===== config.mk =====
export PLATFORM = sky130hd
export DESIGN_NAME = dee_xfer
export DESIGN_NICKNAME = d
export VERILOG_FILES = /design/src/rtl/assert_macros.svh /design/src/rtl/dee_pkg.sv /design/src/rtl/dee_xfer.sv
export SDC_FILE = /design/constraint.sdc
export NUM_CORES = 1
export LEC_CHECK = 0
export ABC_AREA = 1
export BUFFER_PORTS_ARGS = -buffer_cell sky130_fd_sc_hd__buf_2
export CAP_MARGIN = 10
export CORE_ASPECT_RATIO = 0.75
export CORE_MARGIN = 1
export CORE_UTILIZATION = 47
export DETAILED_ROUTE_END_ITERATION = 8
export PLACE_DENSITY_LB_ADDON = 0.25
export SLEW_MARGIN = 20
export SYNTH_ARGS = -nofsm -noshare
export SYNTH_HDL_FRONTEND = slang
export SYNTH_SLANG_ARGS = --single-unit

===== constraint.sdc =====
create_clock -name clk -period 4.03 [get_ports clk]
set_clock_uncertainty 0.1 [all_clocks]
set_input_delay 0.403 -clock clk [delete_from_list [all_inputs] [get_ports clk]]
set_output_delay 0.403 -clock clk [all_outputs]
set_load 0.01 [all_outputs]

===== src/rtl/assert_macros.svh =====
// Assertion macros used by the RTL file that carries checks.
// Each macro expects clk in scope at the point of use; DEE_ASSERT also expects rst_n.
`ifndef ASSERT_MACROS_SVH
`define ASSERT_MACROS_SVH

// Check on every rising edge while out of reset
`define DEE_ASSERT(lbl, prop) \
  lbl: assert property (@(posedge clk) disable iff (!rst_n) prop) \
    else $error("dee assertion failed");

// Check on every rising edge, reset included
`define DEE_ASSERT_ALWAYS(lbl, prop) \
  lbl: assert property (@(posedge clk) prop) \
    else $error("dee assertion failed");

`endif


===== src/rtl/dee_pkg.sv =====
// Types and constants of the dual EEPROM register device.
// No dependencies; used by the transfer sequencer and the top level.
package dee_pkg;

  typedef enum logic [2:0] {
    OP_TICK          = 3'd0,
    OP_SET_DATA      = 3'd1,
    OP_SET_ADDR      = 3'd2,
    OP_COMMAND       = 3'd3,
    OP_READ_BUSY     = 3'd4,
    OP_READ_RESULT   = 3'd5,
    OP_READ_ACTIVITY = 3'd6
  } op_t;

  typedef enum logic [1:0] {
    XS_CLEAR,
    XS_IDLE,
    XS_XFER,
    XS_TAIL
  } xfer_state_t;

  localparam logic [31:0] CMD_RD_INT = 32'd0;
  localparam logic [31:0] CMD_RD_EXT = 32'd1;
  localparam logic [31:0] CMD_WR_INT = 32'd2;
  localparam logic [31:0] CMD_WR_EXT = 32'd3;

  localparam logic [31:0] WORD_ONES   = 32'hFFFF_FFFF;
  localparam logic [7:0]  BYTE_ERASED = 8'hFF;
  localparam logic [15:0] BUSY_TICKS_RST = 16'd250;

  // Request from the register file to the byte sequencer
  typedef struct packed {
    logic go;
    logic wr;
    logic ext;
  } xfer_req_t;

  // Sequencer status back to the register file
  typedef struct packed {
    logic idle;
    logic done;
  } xfer_stat_t;

endpackage


===== src/rtl/dee_xfer.sv =====
// Byte sequencer: one shared pointer incrementer with wrap drives both stores,
// four byte accesses per command, plus the erase sweep after reset. Uses dee_pkg.
module dee_xfer #(
  parameter int INTERNAL_BYTES = 8192,
  parameter int EXTERNAL_BYTES = 65536,
  parameter int PW             = 16
) (
  input  logic                 clk,
  input  logic                 rst_n,
  input  dee_pkg::xfer_req_t   req,
  input  logic [31:0]          addr,
  input  logic [31:0]          wdata,
  input  logic [7:0]           int_rdata,
  input  logic [7:0]           ext_rdata,
  output logic [PW-1:0]        mem_addr,
  output logic [7:0]           mem_wdata,
  output logic                 int_we,
  output logic                 ext_we,
  output logic [31:0]          rd_word,
  output dee_pkg::xfer_stat_t  stat
);

  localparam int MAX_BYTES = (INTERNAL_BYTES > EXTERNAL_BYTES) ? INTERNAL_BYTES
                                                               : EXTERNAL_BYTES;
  localparam logic [PW-1:0] CLR_LAST = PW'(MAX_BYTES - 1);
  localparam logic [PW-1:0] INT_LAST = PW'(INTERNAL_BYTES - 1);
  localparam logic [PW-1:0] EXT_LAST = PW'(EXTERNAL_BYTES - 1);
  localparam logic [PW:0]   INT_LIM  = (PW+1)'(INTERNAL_BYTES);
  localparam logic [PW:0]   EXT_LIM  = (PW+1)'(EXTERNAL_BYTES);

  dee_pkg::xfer_state_t st_r, st_nxt;
  logic [PW-1:0] ptr_r, ptr_nxt;
  logic [1:0]    cnt_r, cnt_nxt;
  logic [31:0]   word_r, word_nxt;
  logic          wr_r, wr_nxt;
  logic          ext_r, ext_nxt;
  logic [PW-1:0] wrap_last;
  logic [PW-1:0] ptr_inc;
  logic [7:0]    rbyte;

  always_ff @(posedge clk) begin
    if (!rst_n) begin
      st_r  <= dee_pkg::XS_CLEAR;
      ptr_r <= '0;
      cnt_r <= '0;
      wr_r  <= 1'b0;
      ext_r <= 1'b0;
    end else begin
      st_r  <= st_nxt;
      ptr_r <= ptr_nxt;
      cnt_r <= cnt_nxt;
      wr_r  <= wr_nxt;
      ext_r <= ext_nxt;
    end
    word_r <= word_nxt;
  end

  // Shared step unit: next byte address, wrapping at the end of the store
  assign wrap_last = ext_r ? EXT_LAST : INT_LAST;
  assign ptr_inc   = (ptr_r == wrap_last) ? '0 : PW'(ptr_r + 1'b1);
  assign rbyte     = ext_r ? ext_rdata : int_rdata;
  assign rd_word   = {rbyte, word_r[31:8]};
  assign mem_addr  = ptr_r;

  always_comb begin
    st_nxt    = st_r;
    ptr_nxt   = ptr_r;
    cnt_nxt   = cnt_r;
    word_nxt  = word_r;
    wr_nxt    = wr_r;
    ext_nxt   = ext_r;
    int_we    = 1'b0;
    ext_we    = 1'b0;
    mem_wdata = word_r[7:0];
    stat      = '0;
    case (st_r)
      dee_pkg::XS_CLEAR: begin
        mem_wdata = dee_pkg::BYTE_ERASED;
        int_we    = {1'b0, ptr_r} < INT_LIM;
        ext_we    = {1'b0, ptr_r} < EXT_LIM;
        ptr_nxt   = PW'(ptr_r + 1'b1);
        if (ptr_r == CLR_LAST) begin
          ptr_nxt = '0;
          st_nxt  = dee_pkg::XS_IDLE;
        end
      end
      dee_pkg::XS_IDLE: begin
        stat.idle = 1'b1;
        if (req.go) begin
          ptr_nxt  = addr[PW-1:0];
          cnt_nxt  = '0;
          wr_nxt   = req.wr;
          ext_nxt  = req.ext;
          word_nxt = wdata;
          st_nxt   = dee_pkg::XS_XFER;
        end
      end
      dee_pkg::XS_XFER: begin
        int_we  = wr_r & ~ext_r;
        ext_we  = wr_r & ext_r;
        ptr_nxt = ptr_inc;
        cnt_nxt = 2'(cnt_r + 2'd1);
        // writes shift the next byte down; reads shift the arriving byte in at the top
        if (wr_r || cnt_r != 2'd0) begin
          word_nxt = rd_word;
        end
        if (cnt_r == 2'd3) begin
          st_nxt = dee_pkg::XS_TAIL;
        end
      end
      dee_pkg::XS_TAIL: begin
        stat.done = 1'b1;
        st_nxt    = dee_pkg::XS_IDLE;
      end
      default: begin
        st_nxt = dee_pkg::XS_IDLE;
      end
    endcase
  end

endmodule


==> flow_metrics.env, run 1 <==
export IMPL_antenna_found_initial=0
export IMPL_via_count=2883
export IMPL_synth_ff_type="edfxtp_1"
export IMPL_grt_pass1_wl_microns=12100
export IMPL_die_width_microns=97.0
export IMPL_powerDensity_nw_per_um2=681
export IMPL_cts_num_sinks=54
export IMPL_antenna_cells=0
export IMPL_root_buffer="clkbuf_8"
export IMPL_async_flop_share=0
export IMPL_cts_tree="done"
export IMPL_gp_congestion=0.908
export IMPL_arrival_ps=2340
export IMPL_syn_nets=507
export IMPL_holdPathStages=3
export IMPL_fin_tns_setup_ps=0
export IMPL_core_rowCount=25
export IMPL_grt_pass1_vias=2628
export IMPL_path_class="reg2reg"
export IMPL_drt_total_wl_microns=7460
export IMPL_final_common_cell="nand2_1"
export IMPL_postCtsSetupRepairBufs=0
export IMPL_hold_end="wr_r"
export IMPL_core_sq_um=6410
export IMPL_htreeDepth=2
export IMPL_rrSetupSlack_ps=1520
export IMPL_layout_nets=603
export IMPL_tightest_slew_ps=1010
export IMPL_clockBufferDepth=2
export IMPL_final_cell_mix="143 x nand2_1, 128 x buf_2, 36 x a21oi_1"
export IMPL_yosysSeqAreaShare=0.441
export IMPL_drc=0
export IMPL_clk_latency_ps=310
export IMPL_relSlewSlack=0.328
export IMPL_hold_buffers=0
export IMPL_fin_crit_sh=0.624
export IMPL_rsz0062_at_grt="no"
export IMPL_synth_seq_cells=54
export IMPL_syn_to_final_growth_pct=20.3
export IMPL_die_h_microns=73.2
export IMPL_start_util=0.496
export IMPL_vias_per_cell=4.87
export IMPL_first_pass_iters=4
export IMPL_wl_per_cell_microns=12.6
export IMPL_drtAntennaViolNets=0
export IMPL_grt_max_degree=48
export IMPL_syn_area_sq_um=3180
export IMPL_drive_gt1_frac=0.323
export IMPL_cp_end_kind="flop"
export IMPL_max_freq_ghz=0.398
export IMPL_place_port_buffers=128
export IMPL_finalHoldViolCount=0
export IMPL_r2r_end="word_r[10]"
export IMPL_cts_resized_gates=0
export IMPL_gr_total_overflow=0
export IMPL_io_pins=145
export IMPL_fp_dieArea_sq_um=7100
export IMPL_synth_warnings=0
export IMPL_detailed_place_area_sq_um=3690
export IMPL_synth_edf_count=32
export IMPL_setup_viol=0
export IMPL_slew_viol_final=0
export IMPL_grt_usage=0.211
export IMPL_clkSlewWorstSetupHoldPaths_ps=100
export IMPL_syn_area_per_cell_sq_um=7.68
export IMPL_rr_startpoint="st_r[0]"
export IMPL_dp_hpwl_microns=5430
export IMPL_p_leak_nw=1.81
export IMPL_first_iter_violations=202
export IMPL_peakVddDrop_uv=332
export IMPL_postLayoutCellArea_sq_um=3820
export IMPL_cp_start_kind="flop"
export IMPL_syn_inst=414
export IMPL_maxCapViolCount=0
export IMPL_critical_path_max_fanout=32
export IMPL_hp_start="req[1]"
export IMPL_required_ps=3860
export IMPL_hold_path_class="in2reg"
export IMPL_synth_cell_types=29
export IMPL_numCtsBuffers=5
export IMPL_reg2reg_depth=5
export IMPL_fin_crit_ps=2510
export IMPL_status="completed"
-- synth_stat cells, types with 2 or more instances --
master,n,share of area
buf_1,5,0.0059
xor2_1,5,0.014
nor2_2,3,0.0059
buf_4,24,0.057
nand2_2,9,0.018
o21ai_0,20,0.031
a31oi_1,9,0.018
nor2_4,2,0.0071
nor2_1,22,0.026
inv_1,24,0.028
ha_1,8,0.031
or2_2,9,0.018
edfxtp_1,32,0.30
dfxtp_1,22,0.14
xnor2_1,6,0.017
buf_2,3,0.0047
a21oi_1,37,0.058
inv_2,3,0.0035
nand2_1,143,0.17
clkbuf_1,7,0.0083
nand3_1,13,0.020
-- registers in the layout (all words and copies together), names as in the netlist --
name and flops:
ext_r 1, mem_addr 16, st_r 2, word_r 32
wr_r 1, cnt_r 2
-- routing by layer --
layer	vias to the layer above	routed length [microns]	part of all wire	global-route usage
met5	-	0	0	0
met3	10	597	0.080	0.0527
met2	110	3390	0.45	0.331
li1	1513	-	-	-
met4	0	104	0.014	0.0647
met1	1250	3370	0.45	0.289
-- cell type report --
| cell class | count | area [sq um] |
|---|---|---|
| Clock buffer | 5 | 68.8 |
| Clock inverter | 3 | 63.8 |
| Fill cell | 612 | 2590 |
| Inverter | 27 | 101 |
| Multi-Input combinational cell | 293 | 1440 |
| Sequential cell | 54 | 1400 |
| Tap cell | 81 | 101 |
| Timing Repair Buffer | 129 | 648 |
-- critical path: stages (launching register included) --
cell	delay, ps
dfxtp_1	420
inv_1	90
ha_2	200
inv_2	350
nor2_1	140
a21oi_4	820
-- how the worst max path moves through the flow --
stage | start | end
3_3_place_gp | st_r[0] | word_r[2]
6_report | st_r[0] | word_r[10]
4_1_cts | st_r[0] | word_r[17]
5_1_grt | st_r[0] | word_r[17]
3_5_place_dp | st_r[0] | word_r[1]
2_1_floorplan | st_r[1] | word_r[0]
-- power by group --
group / switching [mW] / internal [mW]
sequential: 0.150 / 0.821
combinational: 0.775 / 0.434
clock: 0.180 / 0.246
total: 1.10 / 1.50
-- metrics by stage --
step	setup slack, ps	total power [mW]	hold WS, ps	utilization	cells
6_report	1520	2.61	251	0.596	592
5_1_grt	1320	2.81	245	0.596	592
4_1_cts	1470	2.62	250	0.596	592
3_5_place_dp	1480	2.19	393	0.576	584
3_3_place_gp	1560	2.16	376	0.576	584
2_1_floorplan	914	1.88	355	-	414
-- logic make-up (layout without fill, tap and decap cells) --
| family | after synthesis | in the layout | synth area share |
|---|---|---|---|
| simple gates | 204 | 204 | 0.270 |
| compound gates | 70 | 70 | 0.116 |
| buf+inv | 67 | 164 | 0.111 |
| flops | 54 | 54 | 0.441 |
| xor+xnor | 11 | 11 | 0.0303 |
| fa+ha+maj | 8 | 8 | 0.0315 |
No activity file was read; power rests on OpenSTA's default activity.
==> run 2: changes to the inputs <==
clock period = 2.6 ns   (was 4.03 ns; I/O delays follow)
==> run 2 against run 1 <==
Against the previous run:
- wire length increased by 2.3%
- critical path depth increased by 1
- via count increased by 1.5%
- worst hold slack got worse by 160 ps
- die area did not move
- power up 50%
- setup slack worse by 1200 ps
==> flow_metrics.env, run 2 (synthesis results as in run 1) <==
export IMPL_intPower_mw=2.15
export IMPL_status="completed"
export IMPL_clock_power_share=0.127
export IMPL_power_frac_seq=0.388
export IMPL_required_ps=2240
export IMPL_core_rowCount=25
export IMPL_rr_startpoint="st_r[1]"
export IMPL_met1_usage=0.292
export IMPL_layout_nets=605
export IMPL_clk_latency_ps=310
export IMPL_slew_viol_final=0
export IMPL_cts_tree="done"
export IMPL_swShare=0.448
export IMPL_tightest_slew_ps=535
export IMPL_gr_total_overflow=0
export IMPL_regArea_sq_um=1400
export IMPL_vias_per_cell=4.93
export IMPL_path_class="reg2out"
export IMPL_cp_end_kind="output port"
export IMPL_rsz0062_at_grt="no"
export IMPL_first_iter_violations=208
export IMPL_cts_num_sinks=54
export IMPL_max_freq_ghz=0.442
export IMPL_fin_crit_ps=2260
export IMPL_fillers=590
export IMPL_hold_buffers=0
export IMPL_place_port_buffers=128
export IMPL_grt_usage=0.211
export IMPL_postCtsSetupRepairBufs=0
export IMPL_dp_hpwl_microns=5610
export IMPL_final_cell_mix="143 x nand2_1, 128 x buf_2, 36 x a21oi_1"
export IMPL_root_buffer="clkbuf_8"
export IMPL_postLayoutCellArea_sq_um=3800
export IMPL_drc=0
export IMPL_syn_to_final_growth_pct=19.6
export IMPL_drt_total_wl_microns=7630
export IMPL_maxCapViolCount=0
export IMPL_powerDensity_nw_per_um2=1030
export IMPL_wl_per_cell_microns=12.8
export IMPL_arrival_ps=1900
export IMPL_via_count=2926
export IMPL_numCtsBuffers=5
export IMPL_grt_pass1_vias=2562
export IMPL_htreeDepth=2
export IMPL_start_util=0.496
export IMPL_multiInputGateArea_sq_um=1440
export IMPL_rrSetupSlack_ps=460
export IMPL_hp_start="req[1]"
export IMPL_first_pass_iters=5
export IMPL_r2r_end="mem_addr[8]"
export IMPL_clockBufferDepth=2
export IMPL_grt_max_degree=48
export IMPL_setup_viol=0
export IMPL_use_met2=0.338
export IMPL_drive_gt1_frac=0.327
export IMPL_detailed_place_area_sq_um=3710
export IMPL_relSlewSlack=0.643
export IMPL_antenna_cells=0
export IMPL_fin_crit_sh=0.870
export IMPL_die_width_microns=97.0
export IMPL_final_common_cell="nand2_1"
export IMPL_critical_path_max_fanout=47
export IMPL_busiest_layer="met2"
export IMPL_io_pins=145
export IMPL_largest_register="word_r"
export IMPL_fp_dieArea_sq_um=7100
export IMPL_hold_path_class="in2reg"
export IMPL_hold_end="wr_r"
export IMPL_grt_met3_usage=0.0489
export IMPL_cp_start_kind="flop"
export IMPL_antenna_found_initial=0
export IMPL_fin_tns_setup_ps=0
export IMPL_peakVddDrop_uv=705
export IMPL_largest_reg_flops=32
export IMPL_holdPathStages=3
export IMPL_core_sq_um=6410
export IMPL_combPwrFrac=0.485
export IMPL_finalHoldViolCount=0
export IMPL_p_leak_nw=1.80
export IMPL_die_h_microns=73.2
export IMPL_cts_resized_gates=0
export IMPL_drtAntennaViolNets=0
export IMPL_gp_congestion=0.861
export IMPL_clkSlewWorstSetupHoldPaths_ps=110
export IMPL_reg2reg_depth=10
export IMPL_net_switching_power_mw=1.75
export IMPL_grt_pass1_wl_microns=12000
## run 2: cell types whose count changed in the layout (fill, tap and decap cells not counted)
cell / change
buf_4: +2
bufinv_16: -2
clkinv_1: -1
clkinv_4: +3
## run 2: area by class of cell
class | count | area share
Clock buffer | 5 | 0.0181
Clock inverter | 3 | 0.00691
Inverter | 27 | 0.0267
Multi-Input combinational cell | 293 | 0.379
Sequential cell | 54 | 0.369
Tap cell | 81 | 0.0267
Timing Repair Buffer | 131 | 0.174
## run 2: routing by layer
layer,share of wire,wire length (microns)
met4,0.0077,59
met5,0,0
met1,0.45,3460
met2,0.46,3500
met3,0.078,596
## run 2: how the worst max path moves through the flow
| stage | start | end | slack, ps | cells past startpoint |
|---|---|---|---|---|
| after global placement | st_r[0] | word_r[1] | 520 | 7 |
| final | st_r[0] | int_we | 340 | 6 |
| after floorplan | st_r[1] | word_r[0] | 200 | 6 |
| after global routing | st_r[0] | int_we | 220 | 6 |
| after detailed placement | st_r[0] | word_r[5] | 480 | 7 |
| after CTS | st_r[0] | int_we | 330 | 6 |
## run 2: power by group through the flow
stage	sequential [mW]	combinational, mW	clock, mW
floorplan	1.52	1.39	0
global placement	1.51	1.85	0
detailed placement	1.53	1.89	0
CTS	1.51	1.90	0.499
global route	1.55	2.12	0.534
finish	1.51	1.89	0.496
## run 2: critical path, cell delays in order (launching register included)
cell and delay [ps]:
dfxtp_1 370, inv_1 100, ha_2 200, buf_4 420, nand2_1 140, o21ai_0 190, buf_2 160
## run 2: stage by stage
step	util	cells	worst slack [ps]	total power, mW	hold WS, ps
2_1_floorplan	-	414	205	2.91	318
4_1_cts	0.593	594	335	3.91	96.1
3_5_place_dp	0.578	586	484	3.42	389
6_report	0.593	594	338	3.90	95.0
3_3_place_gp	0.578	586	515	3.36	374
5_1_grt	0.593	594	223	4.20	96.6
